## config.mk

```make
export PLATFORM = sky130hd
export DESIGN_NAME = soc_div
export DESIGN_NICKNAME = d
export VERILOG_FILES = /design/src/hdl/soc_pkg.sv /design/src/hdl/soc_div.sv
export SDC_FILE = /design/constraint.sdc
export NUM_CORES = 2
export LEC_CHECK = 0
export BUFFER_PORTS_ARGS = -buffer_cell sky130_fd_sc_hd__buf_2
export CAP_MARGIN = 5
export CORE_ASPECT_RATIO = 0.6
export CORE_MARGIN = 2
export CORE_UTILIZATION = 40
export DETAILED_ROUTE_END_ITERATION = 8
export GPL_TIMING_DRIVEN = 0
export SYNTH_ARGS = -nofsm -noshare
export SYNTH_HDL_FRONTEND = slang
export SYNTH_SLANG_ARGS = --single-unit
export TNS_END_PERCENT = 10
```

## constraint.sdc

```tcl
create_clock -name clk -period 6.5 [get_ports clk]
set_input_delay 1.625 -clock clk [delete_from_list [all_inputs] [get_ports clk]]
set_output_delay 1.625 -clock clk [all_outputs]
set_load 0.01 [all_outputs]
```

## src/hdl/soc_pkg.sv

```systemverilog
package soc_pkg;

	localparam int CW   = 20;
	localparam int RW   = 16;
	localparam int RF   = RW - 2;
	localparam int HW   = CW - 1;
	localparam int RADW = CW - 1;
	localparam int OFFW = CW + 1;
	localparam int PRW  = OFFW + RW;
	localparam int ACW  = PRW + 2;
	localparam int LOCW = ACW - RF;
	localparam int DIFW = LOCW + 1;
	localparam int SQW  = 2 * DIFW;
	localparam int D2W  = SQW + 2;
	localparam int R2W  = 2 * RADW;
	localparam int SQSH = 16;
	localparam int SQIN = R2W + SQSH;
	localparam int RTW  = SQIN / 2;
	localparam int MAGW = RADW;
	localparam int NUMW = MAGW + RF + 10;
	localparam int DENW = RTW + 1;
	localparam int QW   = RF + 3;
	localparam int NLW  = QW + 1;
	localparam int WPW  = RW + NLW;
	localparam int WAW  = WPW + 2;
	localparam int WLW  = WAW - RF;

	typedef struct packed {
		logic [3*CW-1:0] sphere_center;
		logic [RADW-1:0] sphere_radius;
		logic [3*CW-1:0] box_center;
		logic [3*CW-1:0] box_half_extents;
		logic [3*RW-1:0] box_axis_x;
		logic [3*RW-1:0] box_axis_y;
		logic [3*RW-1:0] box_axis_z;
	} query_t;

	typedef struct packed {
		logic            hit;
		logic            center_inside;
		logic [3*RW-1:0] contact_normal;
		logic [CW-1:0]   penetration_depth;
	} contact_t;

	typedef enum logic [1:0] {
		FACE_X,
		FACE_Y,
		FACE_Z
	} face_t;

	typedef struct packed {
		logic [2:0][3*RW-1:0] axis;
		logic                 hit;
		logic                 ctr_in;
		face_t                face;
		logic                 face_pos;
		logic [CW-1:0]        pen;
		logic [RADW-1:0]      rad;
		logic [2:0][MAGW-1:0] mag;
		logic [2:0]           dneg;
	} side_t;

endpackage

```

## src/hdl/soc_div.sv

```systemverilog
module soc_div (
	input  logic                      clk,
	input  logic                      en,
	input  logic [soc_pkg::NUMW-1:0]  num,
	input  logic [soc_pkg::DENW-1:0]  den,
	output logic [soc_pkg::QW-1:0]    quo
);
	import soc_pkg::*;

	localparam int N    = QW;
	localparam int DRW  = DENW + 1;

	logic [DRW-1:0]  rem_s [1:N-1];
	logic [DENW-1:0] den_s [1:N-1];
	logic [QW-1:0]   lo_s  [1:N-1];
	logic [QW-1:0]   q_s   [1:N];

	for (genvar k = 0; k < N; k++) begin : g_step
		logic [DRW-1:0]  ri;
		logic [DENW-1:0] di;
		logic [QW-1:0]   li;
		logic [QW-1:0]   qi;
		logic [DRW:0]    part;
		logic [DRW:0]    dext;
		logic            ge;

		if (k == 0) begin : g_first
			assign ri = DRW'(num[NUMW-1:QW]);
			assign di = den;
			assign li = num[QW-1:0];
			assign qi = '0;
		end else begin : g_next
			assign ri = rem_s[k];
			assign di = den_s[k];
			assign li = lo_s[k];
			assign qi = q_s[k];
		end

		assign part = {ri, li[QW-1]};
		assign dext = (DRW+1)'(di);
		assign ge   = (part >= dext);

		always_ff @(posedge clk) begin
			if (en) begin
				q_s[k+1] <= {qi[QW-2:0], ge};
			end
		end

		if (k < N - 1) begin : g_carry
			logic [DRW:0] diff;
			assign diff = part - dext;
			always_ff @(posedge clk) begin
				if (en) begin
					rem_s[k+1] <= ge ? diff[DRW-1:0] : part[DRW-1:0];
					den_s[k+1] <= di;
					lo_s[k+1]  <= li << 1;
				end
			end
		end
	end

	assign quo = q_s[N];

endmodule

```

==> run_results.csv <==
group,metric,value,unit
floorplan,floorplan.die.height,319,um
timing,setup_viol,1,
layout,syn2layout_area_growth,11.5,%
floorplan,coreArea,0.164,mm^2
synth,ys_ff_latch,1201,
critical_path,worst_ep_required_time,6.95,ns
synth,async_flop_share,0,
hold_path,min_to,"lo_s[0][34]",
clock_tree,cts-htree-levels,3,
synth,synth_edf_count,1201,
timing,slew_headroom,0.0722,
placed_design,port_buffers,89,
clock_tree,cts_sinks,1201,
timing,max_freq,154,MHz
clock_tree,post_cts_buffers,0,
synth,synth_area_per_cell,11.2,um^2
floorplan,die_area,0.169,mm^2
detailed_routing,wl_per_cell,22.0,um
critical_path,end_kind,"flip-flop",
layout,fin_util,0.450,
layout,drive_gt1_frac,0.0770,
clock_tree,clk_pin_slew,0.06,ns
layout,nets,6673,
critical_path,crit_fanout,10,
grt,grt_max_degree,166,
pwr,ir_worst_vdd,260,uV
floorplan,start_util,0.403,
floorplan,ios,90,
synth,ys_seq_area_frac,0.544,
synth,synth_nets,6453,
detailed_routing,first_iter_violations,6387,
detailed_routing,wirelength,186,mm
synth,synth_area_leaders,"edfxtp_1 (54%), ha_1 (9.0%), a21oi_1 (3.8%)",
outcome,violations,"setup timing",
placed_design,dpl.hpwl,144,mm
detailed_routing,drc,0,
hold_path,hp-start,"lo_s[0][17]",
pwr,leakagePower,0.0296,uW
timing,worst-slew-pin-transition,1.38,ns
clock_tree,cts_tree,"yes",
critical_path,rr_endpoint,"rem_s[0][277]",
grt,grt_pass1_vias,42100,
placed_design,globalplace.congestion,0.995,
synth,synth_area,0.0662,mm^2
synth,yosysTopAreaCellShare,0.544,
layout,final_cell_mix,"edfxtp_1 (1201), inv_1 (627), a21oi_1 (507)",
timing,slew_violations,0,
timing,grt_setup_unrepaired,"false",
critical_path,crit_arrival,6.95,ns
layout,layoutNonFillerInstCount,8435,
detailed_routing,drtPass1Iterations,8,
flow_run,drv_cap,0,
detailed_routing,highest_layer,"met5",
critical_path,path_class,"in -> reg",
detailed_routing,dr_wl_met2,55.8,mm
clock_tree,clockBufferDepth,3,
hold_path,hold_class,"reg -> reg",
clock_tree,clockRootBuffer,"clkbuf_16",
timing,period_needed,6.50,ns
synth,synth.distinct_cells,89,
synth,syn_inst,5889,
detailed_routing,wl_met3,23.7,mm
hold_path,hold_depth,0,
timing,final_hold_viol_count,0,
clock_tree,clk_latency,0.78,ns
placed_design,dp.cells,8209,
critical_path,startpoint,"den[14]",
detailed_routing,drt-met1-wl,104,mm
timing,fin_crit_sh,1.00,
floorplan,die_w,529,um
grt,antenna_found_initial,7,
synth,ys_warn_count,0,
clock_tree,cts_buffers,118,
timing,layout_setup_ws,-0.00353,ns
timing,fin_skew,0.0579,ns
detailed_routing,num_vias,46800,
critical_path,r2r_slack,0.50,ns
critical_path,r2r_start,"lo_s[0][143]",
critical_path,worst_setup_path_start_kind,"input pin",
pwr,total_power,36500,uW
detailed_routing,avgViaCountPerCell,5.55,
detailed_routing,ant_nets,0,
outcome,status,"complete, but fails checks",
synth,synth_top_area_cell,"edfxtp_1",
synth,ys.flop_type,"edfxtp_1",
grt,grt_pass1_wl,275,mm
grt,grt_usage,0.216,
floorplan,rows,115,
layout,final_common_cell,"edfxtp_1",
critical_path,r2r_cells,14,
grt,overflow,0,
pwr,p_per_area,494,mW/mm^2
## where the power goes
group          total (uW)  internal (uW)  switching, uW
combinational       16700           6440          10300
clock                7240           4100           3150
sequential          12500          11300           1210
total               36500          21900          14600
## cell type report
class	instances	area, um^2
multi-input cells	3900	27200
fillers	15200	90400
well taps	2223	2780
plain buffers	160	638
repair buffers	100	704
inverters	628	2360
clock inverters	81	1000
flip-flops and latches	1201	36100
diodes	2	5.00
clock buffers	140	3060
## worst max path at each step
stage / endpoint / cells after the start
after floorplan: rem_s[0][45] / 15
after global placement: den_s[0][50] / 1
after detailed placement: rem_s[0][55] / 16
after CTS: rem_s[0][277] / 14
after global routing: rem_s[0][33] / 16
final: rem_s[0][31] / 16
## sequential cells by signal (all words and copies together) (netlist names)
register and flops:
den_s 448, lo_s 136, q_s 153, rem_s 464
## through the flow
stage	TNS [ns]	area [um^2]	setup slack (ns)	hold slack [ns]
2_1_floorplan	0	66200	2.21	0.400
3_3_place_gp	-	69500	-15.45	0.400
3_5_place_dp	-17.81	69700	-0.913	0.405
4_1_cts	0	73800	0.239	0.402
5_1_grt	0	73800	0.0363	0.402
6_report	-0.00353	73800	-0.00353	0.406
## Yosys cell counts (all sizes together), types with 11 or more instances
cell     count
nand4       88
o211ai      27
edfxtp    1201
mux2       119
or2         12
a21boi      11
a2111oi     18
a31o        14
and2        18
a21o       245
o21ai      407
o21a        58
or3         26
o22ai       12
buf         30
ha         475
a41oi       12
nand2b      55
fa          16
nor2b       72
a221oi      15
clkbuf     130
nand2      426
xnor2      227
a31oi       56
nor2       326
xor2       160
a211oi      34
nor3        71
a21oi      510
a211o       15
inv        628
o21bai      49
nand3       92
o31ai       39
and3        35
nor4        27
mux2i       13
## cells by family after synthesis
family          synth area share
fa+ha+maj                 0.0946
simple gates              0.0904
buf+inv                   0.0452
mux                       0.0222
compound gates             0.152
flops                      0.544
xor+xnor                  0.0512
## critical path, stage by stage
cell	delay [ns]
buf_2	0.10
inv_1	0.04
ha_1	0.25
clkbuf_1	0.34
nand4_1	0.40
nor3_1	0.38
nand4_1	0.16
nor2_1	0.47
o211ai_1	0.51
o2111a_1	0.35
o22ai_2	0.47
a31o_2	0.22
buf_2	0.18
clkbuf_2	0.43
clkbuf_1	0.77
a21oi_1	0.22
## what timing repair did
| action | CTS | global route |
|---|---|---|
| endpoints found under the setup margin | 18 | 12 |
| hold buffers | 0 | 0 |
| resized for setup | 2 | 2 |
## routing by layer
metal | GRT usage | vias up
li1 | - | 22000
met1 | 0.389 | 22700
met2 | 0.217 | 1864
met3 | 0.0847 | 171
met4 | 0.0344 | 4
met5 | 0 | -
(Power assumes the default switching activity.)
