==> src/hdl/soc_pkg.sv <==
package soc_pkg;

	localparam int CW   = 20;
	localparam int RW   = 16;
	localparam int RF   = RW - 2;
	localparam int HW   = CW - 1;
	localparam int RADW = CW - 1;
	localparam int OFFW = CW + 1;
	localparam int PRW  = OFFW + RW;
	localparam int ACW  = PRW + 2;
	localparam int LOCW = ACW - RF;
	localparam int DIFW = LOCW + 1;
	localparam int SQW  = 2 * DIFW;
	localparam int D2W  = SQW + 2;
	localparam int R2W  = 2 * RADW;
	localparam int SQSH = 16;
	localparam int SQIN = R2W + SQSH;
	localparam int RTW  = SQIN / 2;
	localparam int MAGW = RADW;
	localparam int NUMW = MAGW + RF + 10;
	localparam int DENW = RTW + 1;
	localparam int QW   = RF + 3;
	localparam int NLW  = QW + 1;
	localparam int WPW  = RW + NLW;
	localparam int WAW  = WPW + 2;
	localparam int WLW  = WAW - RF;

	typedef struct packed {
		logic [3*CW-1:0] sphere_center;
		logic [RADW-1:0] sphere_radius;
		logic [3*CW-1:0] box_center;
		logic [3*CW-1:0] box_half_extents;
		logic [3*RW-1:0] box_axis_x;
		logic [3*RW-1:0] box_axis_y;
		logic [3*RW-1:0] box_axis_z;
	} query_t;

	typedef struct packed {
		logic            hit;
		logic            center_inside;
		logic [3*RW-1:0] contact_normal;
		logic [CW-1:0]   penetration_depth;
	} contact_t;

	typedef enum logic [1:0] {
		FACE_X,
		FACE_Y,
		FACE_Z
	} face_t;

	typedef struct packed {
		logic [2:0][3*RW-1:0] axis;
		logic                 hit;
		logic                 ctr_in;
		face_t                face;
		logic                 face_pos;
		logic [CW-1:0]        pen;
		logic [RADW-1:0]      rad;
		logic [2:0][MAGW-1:0] mag;
		logic [2:0]           dneg;
	} side_t;

endpackage

==> src/hdl/soc_isqrt.sv <==
module soc_isqrt (
	input  logic                      clk,
	input  logic                      en,
	input  logic [soc_pkg::SQIN-1:0]  x,
	output logic [soc_pkg::RTW-1:0]   root
);
	import soc_pkg::*;

	localparam int N    = RTW;
	localparam int REMW = RTW + 2;

	logic [SQIN-1:0] x_s   [1:N-1];
	logic [REMW-1:0] rem_s [1:N-1];
	logic [RTW-1:0]  rt_s  [1:N];

	for (genvar k = 0; k < N; k++) begin : g_step
		logic [SQIN-1:0] xi;
		logic [REMW-1:0] ri;
		logic [RTW-1:0]  ti;
		logic [REMW+1:0] part;
		logic [REMW+1:0] trial;
		logic            ge;

		if (k == 0) begin : g_first
			assign xi = x;
			assign ri = '0;
			assign ti = '0;
		end else begin : g_next
			assign xi = x_s[k];
			assign ri = rem_s[k];
			assign ti = rt_s[k];
		end

		assign part  = {ri, xi[SQIN-1 -: 2]};
		assign trial = {2'b00, ti, 2'b01};
		assign ge    = (part >= trial);

		always_ff @(posedge clk) begin
			if (en) begin
				rt_s[k+1] <= {ti[RTW-2:0], ge};
			end
		end

		if (k < N - 1) begin : g_carry
			logic [REMW+1:0] diff;
			assign diff = part - trial;
			always_ff @(posedge clk) begin
				if (en) begin
					x_s[k+1]   <= xi << 2;
					rem_s[k+1] <= ge ? diff[REMW-1:0] : part[REMW-1:0];
				end
			end
		end
	end

	assign root = rt_s[N];

endmodule

==> config.mk <==
export PLATFORM = sky130hd
export DESIGN_NAME = soc_isqrt
export DESIGN_NICKNAME = d
export VERILOG_FILES = /design/src/hdl/soc_pkg.sv /design/src/hdl/soc_isqrt.sv
export SDC_FILE = /design/constraint.sdc
export NUM_CORES = 2
export LEC_CHECK = 0
export BUFFER_PORTS_ARGS = -buffer_cell sky130_fd_sc_hd__buf_2
export CORE_MARGIN = 1.5
export CORE_UTILIZATION = 30
export CTS_CLUSTER_DIAMETER = 30
export DETAILED_ROUTE_END_ITERATION = 6
export GPL_TIMING_DRIVEN = 1
export SYNTH_ARGS = -nofsm -noshare
export SYNTH_HDL_FRONTEND = slang
export SYNTH_SLANG_ARGS = --single-unit
==> constraint.sdc <==
create_clock -name clk -period 4.1 [get_ports clk]
set_input_delay 0.205 -clock clk [delete_from_list [all_inputs] [get_ports clk]]
set_output_delay 0.205 -clock clk [all_outputs]
set_load 0.005 [all_outputs]
==> results.sh <==
export IMPL_outcome="completed"
export IMPL_fillCellCount=26300
export IMPL_p_sw_frac=0.268
export IMPL_worstPathRequired_ns=4.72
export IMPL_min_period_over_period=0.928
export IMPL_switching_power_mw=17.7
export IMPL_num_rows=193
export IMPL_drive_above_1_share=0.133
export IMPL_grt_pass1_vias=52700
export IMPL_postRouteAntennaNets=0
export IMPL_max_stage_delay_ns=0.60
export IMPL_antenna_found_initial=2
export IMPL_finalSetupTns_ns=0
export IMPL_r2r_start="rem_s[10][13]$_DFFE_PP_"
export IMPL_reg2reg_depth=9
export IMPL_yosys_area_top_type="edfxtp_1"
export IMPL_combPwrFrac=0.142
export IMPL_postSynthCellCount=6450
export IMPL_io_pins=83
export IMPL_h_tree_depth=5
export IMPL_vias=51800
export IMPL_peakVddDrop_uv=427
export IMPL_period_needed_ns=3.80
export IMPL_place_congestion=0.900
export IMPL_synth_ff_type="edfxtp_1"
export IMPL_crit_family="simple AND/OR/NAND/NOR gates"
export IMPL_synth_cell_types=88
export IMPL_grt_max_degree=120
export IMPL_skew_ns=0.0639
export IMPL_die_w_um=531
export IMPL_ys_seq_area_frac=0.644
export IMPL_setup_viol=0
export IMPL_initial_core_util=0.302
export IMPL_p_int_mw=48.3
export IMPL_cp_data_arrival_time_ns=4.42
export IMPL_path_buf_inv=0
export IMPL_min_to="x_s[0][58]$_DFFE_PP_"
export IMPL_cts_made_buffers=401
export IMPL_worst_pin_slew_ns=0.993
export IMPL_maxCapViolations=0
export IMPL_preCtsSetupSlack_ns=0.0373
export IMPL_ys_top_cells_by_count="edfxtp_1 (1794), inv_1 (511), a21oi_1 (425)"
export IMPL_insertion_delay_ns=0.89
export IMPL_drtPass1Iterations=6
export IMPL_rsz0062_at_grt="false"
export IMPL_cts_tree="done"
export IMPL_path_cells="or4_1 -> nor4_1 -> nand2_1 -> or4_1 -> nor4_4 -> a21o_1 -> a41o_1 -> nor3_1 -> xor2_1"
export IMPL_groute_usage_overall=0.124
export IMPL_fin_area_mm2=0.104
export IMPL_r2r_end="rem_s[11][28]$_DFFE_PP_"
export IMPL_holdWs_ns=0.149
export IMPL_cpMaxStageDelayCell="or4_1"
export IMPL_whs_path_depth=2
export IMPL_io_buffers=82
export IMPL_nets=7455
export IMPL_areaGrowthSynthToFinish_pct=24.5
export IMPL_fin_ws_ns=0.295
export IMPL_crit_fanout=10
export IMPL_syn_area_mm2=0.0836
export IMPL_fmax_mhz=263
export IMPL_power_mw=66.0
export IMPL_cpMostUsedCell="or4_1"
export IMPL_postCtsSetupBuffers=0
export IMPL_min_path_type="in -> reg"
export IMPL_postPlaceCellArea_mm2=0.0891
export IMPL_synth_fp_nets=6913
export IMPL_cts_root_buf="clkbuf_16"
export IMPL_pwr_density_cell_mw_per_mm2=634
export IMPL_timing_slew_headroom=0.321
export IMPL_drt_iter0_markers=3636
export IMPL_seqPwrFrac=0.372
export IMPL_pwr_share_clk=0.486
export IMPL_register_area_mm2=0.0539
export IMPL_synth_edf_count=1794
export IMPL_yosysMostFrequentCell="edfxtp_1"
export IMPL_drc=0
export IMPL_multi_input_area_mm2=0.0274
export IMPL_r2r_slack_ns=0.30
export IMPL_postSynth_asyncResetShare=0
export IMPL_routed_via_density=4.68
export IMPL_cp_end_kind="flop"
export IMPL_core_mm2=0.277
export IMPL_leakagePower_nw=39.8
export IMPL_yosysTopAreaCellShare=0.644
export IMPL_synth_area_top_cells="edfxtp_1 (64%), ha_1 (6.1%), xnor2_1 (3.2%)"
export IMPL_critPathKind="reg -> reg"
export IMPL_finalHoldViolCount=0
export IMPL_totalWireLength_um=178000
export IMPL_hpwl_um=125000
export IMPL_die_area_mm2=0.282
export IMPL_start_kind="flop"
export IMPL_clockBufferDepth=4
export IMPL_globalRoute_totalOverflow=0
export IMPL_drv_slew=0
export IMPL_synth_warnings=0
export IMPL_cts_sinks=1794
export IMPL_routedWlPerCell_um=16.1
export IMPL_min_from="x[6]"
export IMPL_ys_seq_elements=1794
export IMPL_clk_pin_slew_ns=0.05
export IMPL_grt_pass1_wl_um=282000
export IMPL_fp_dieH_um=531
export IMPL_syn_area_per_cell_um2=13.0
-- layout by cell type, fill, tap and decap left out, drive strengths merged, types with 12 or more instances in the layout --
| cell | synthesis | final |
|---|---|---|
| bufinv | 0 | 48 |
| and2 | 21 | 21 |
| o21bai | 28 | 28 |
| o21ai | 350 | 350 |
| a21boi | 16 | 16 |
| a211o | 17 | 17 |
| or2 | 30 | 30 |
| nand2b | 83 | 83 |
| edfxtp | 1794 | 1794 |
| nand3 | 101 | 101 |
| a211oi | 31 | 31 |
| or4 | 64 | 64 |
| nand4 | 66 | 66 |
| clkinv | 0 | 152 |
| nand2 | 421 | 421 |
| clkbuf | 116 | 436 |
| o31ai | 35 | 35 |
| xnor2 | 304 | 304 |
| o211ai | 22 | 22 |
| nand3b | 20 | 20 |
| a2111oi | 15 | 15 |
| nor3 | 161 | 161 |
| ha | 407 | 407 |
| dlygate4sd3 | 0 | 106 |
| buf | 14 | 163 |
| or3 | 59 | 59 |
| clkinvlp | 0 | 54 |
| a21oi | 425 | 425 |
| nor2 | 388 | 388 |
| mux2 | 58 | 58 |
| nor4 | 81 | 81 |
| a31oi | 29 | 29 |
| nor2b | 72 | 72 |
| and4 | 12 | 12 |
| inv | 511 | 574 |
| a21o | 165 | 165 |
| xor2 | 286 | 286 |
| and3 | 24 | 24 |
| o21a | 60 | 60 |
-- kinds of logic (layout without fill, tap and decap cells) --
| logic type | after synthesis | after routing | share of synthesized area |
|---|---|---|---|
| other | 1 | 2 | 0.0000449 |
| buffers and inverters | 641 | 1533 | 0.0292 |
| AOI/OAI and AO/OA | 1311 | 1311 | 0.0970 |
| DFF | 1794 | 1794 | 0.644 |
| xor gates and xnor gates | 590 | 590 | 0.0618 |
| and+or+nand+nor | 1637 | 1637 | 0.0976 |
| adders and majority gates | 407 | 407 | 0.0609 |
| muxes | 69 | 69 | 0.00913 |
-- worst max-delay path by stage --
| stage | depth (start not counted) | end | start |
|---|---|---|---|
| after global placement | 9 | rem_s[10][26]$_DFFE_PP_ | rem_s[9][11]$_DFFE_PP_ |
| final | 9 | rem_s[11][28]$_DFFE_PP_ | rem_s[10][13]$_DFFE_PP_ |
| after detailed placement | 9 | rem_s[10][26]$_DFFE_PP_ | rem_s[9][10]$_DFFE_PP_ |
| after CTS | 9 | rem_s[10][26]$_DFFE_PP_ | rem_s[9][12]$_DFFE_PP_ |
| after floorplan | 12 | rem_s[26][10]$_DFFE_PP_ | rem_s[25][6]$_DFFE_PP_ |
| after global routing | 12 | rem_s[22][10]$_DFFE_PP_ | rt_s[10][30]$_DFFE_PP_ |
-- stage by stage --
stage | std cells | util
2_1_floorplan | 6450 | -
3_3_place_gp | 10200 | 0.322
3_5_place_dp | 10200 | 0.322
4_1_cts | 11000 | 0.376
5_1_grt | 11000 | 0.376
6_report | 11000 | 0.376
-- flip-flops by register name, summed over array words and instances, names as in the netlist --
name	flops
rem_s	714
rt_s	378
x_s	702
-- repair_timing --
item,4_1_cts,5_1_grt
hold buffers,106,0
endpoints found under the hold margin,135,0
gates resized for setup,0,2
endpoints found under the setup margin,0,9
-- area by class of cell --
type                       count  share of cell area
sequential                  1794               0.518
multi-input combinational   4015               0.263
clock buffer                 436              0.0981
tap                         3705              0.0445
clock inverter               317              0.0354
timing repair buffer         269              0.0224
inverter                     511              0.0184
antenna                        1           0.0000240
-- power groups by stage --
stage	clock [mW]	combinational (mW)	sequential, mW
2_1_floorplan	0	6.81	24.2
3_3_place_gp	0	9.12	24.8
3_5_place_dp	0	9.26	24.9
4_1_cts	32.8	9.40	24.6
5_1_grt	33.7	10.5	24.8
6_report	32.1	9.40	24.5
-- routing by layer --
layer / up-vias / routed length (um) / global-route usage / share of wire
met2: 1337 / 86300 / 0.213 / 0.49
met1: 24800 / 75900 / 0.150 / 0.43
met3: 441 / 8380 / 0.0225 / 0.047
met4: 0 / 6940 / 0.0564 / 0.039
li1: 25200 / - / - / -
met5: - / 0 / 0 / 0
Note: power is estimated with default switching activity, not from simulation.
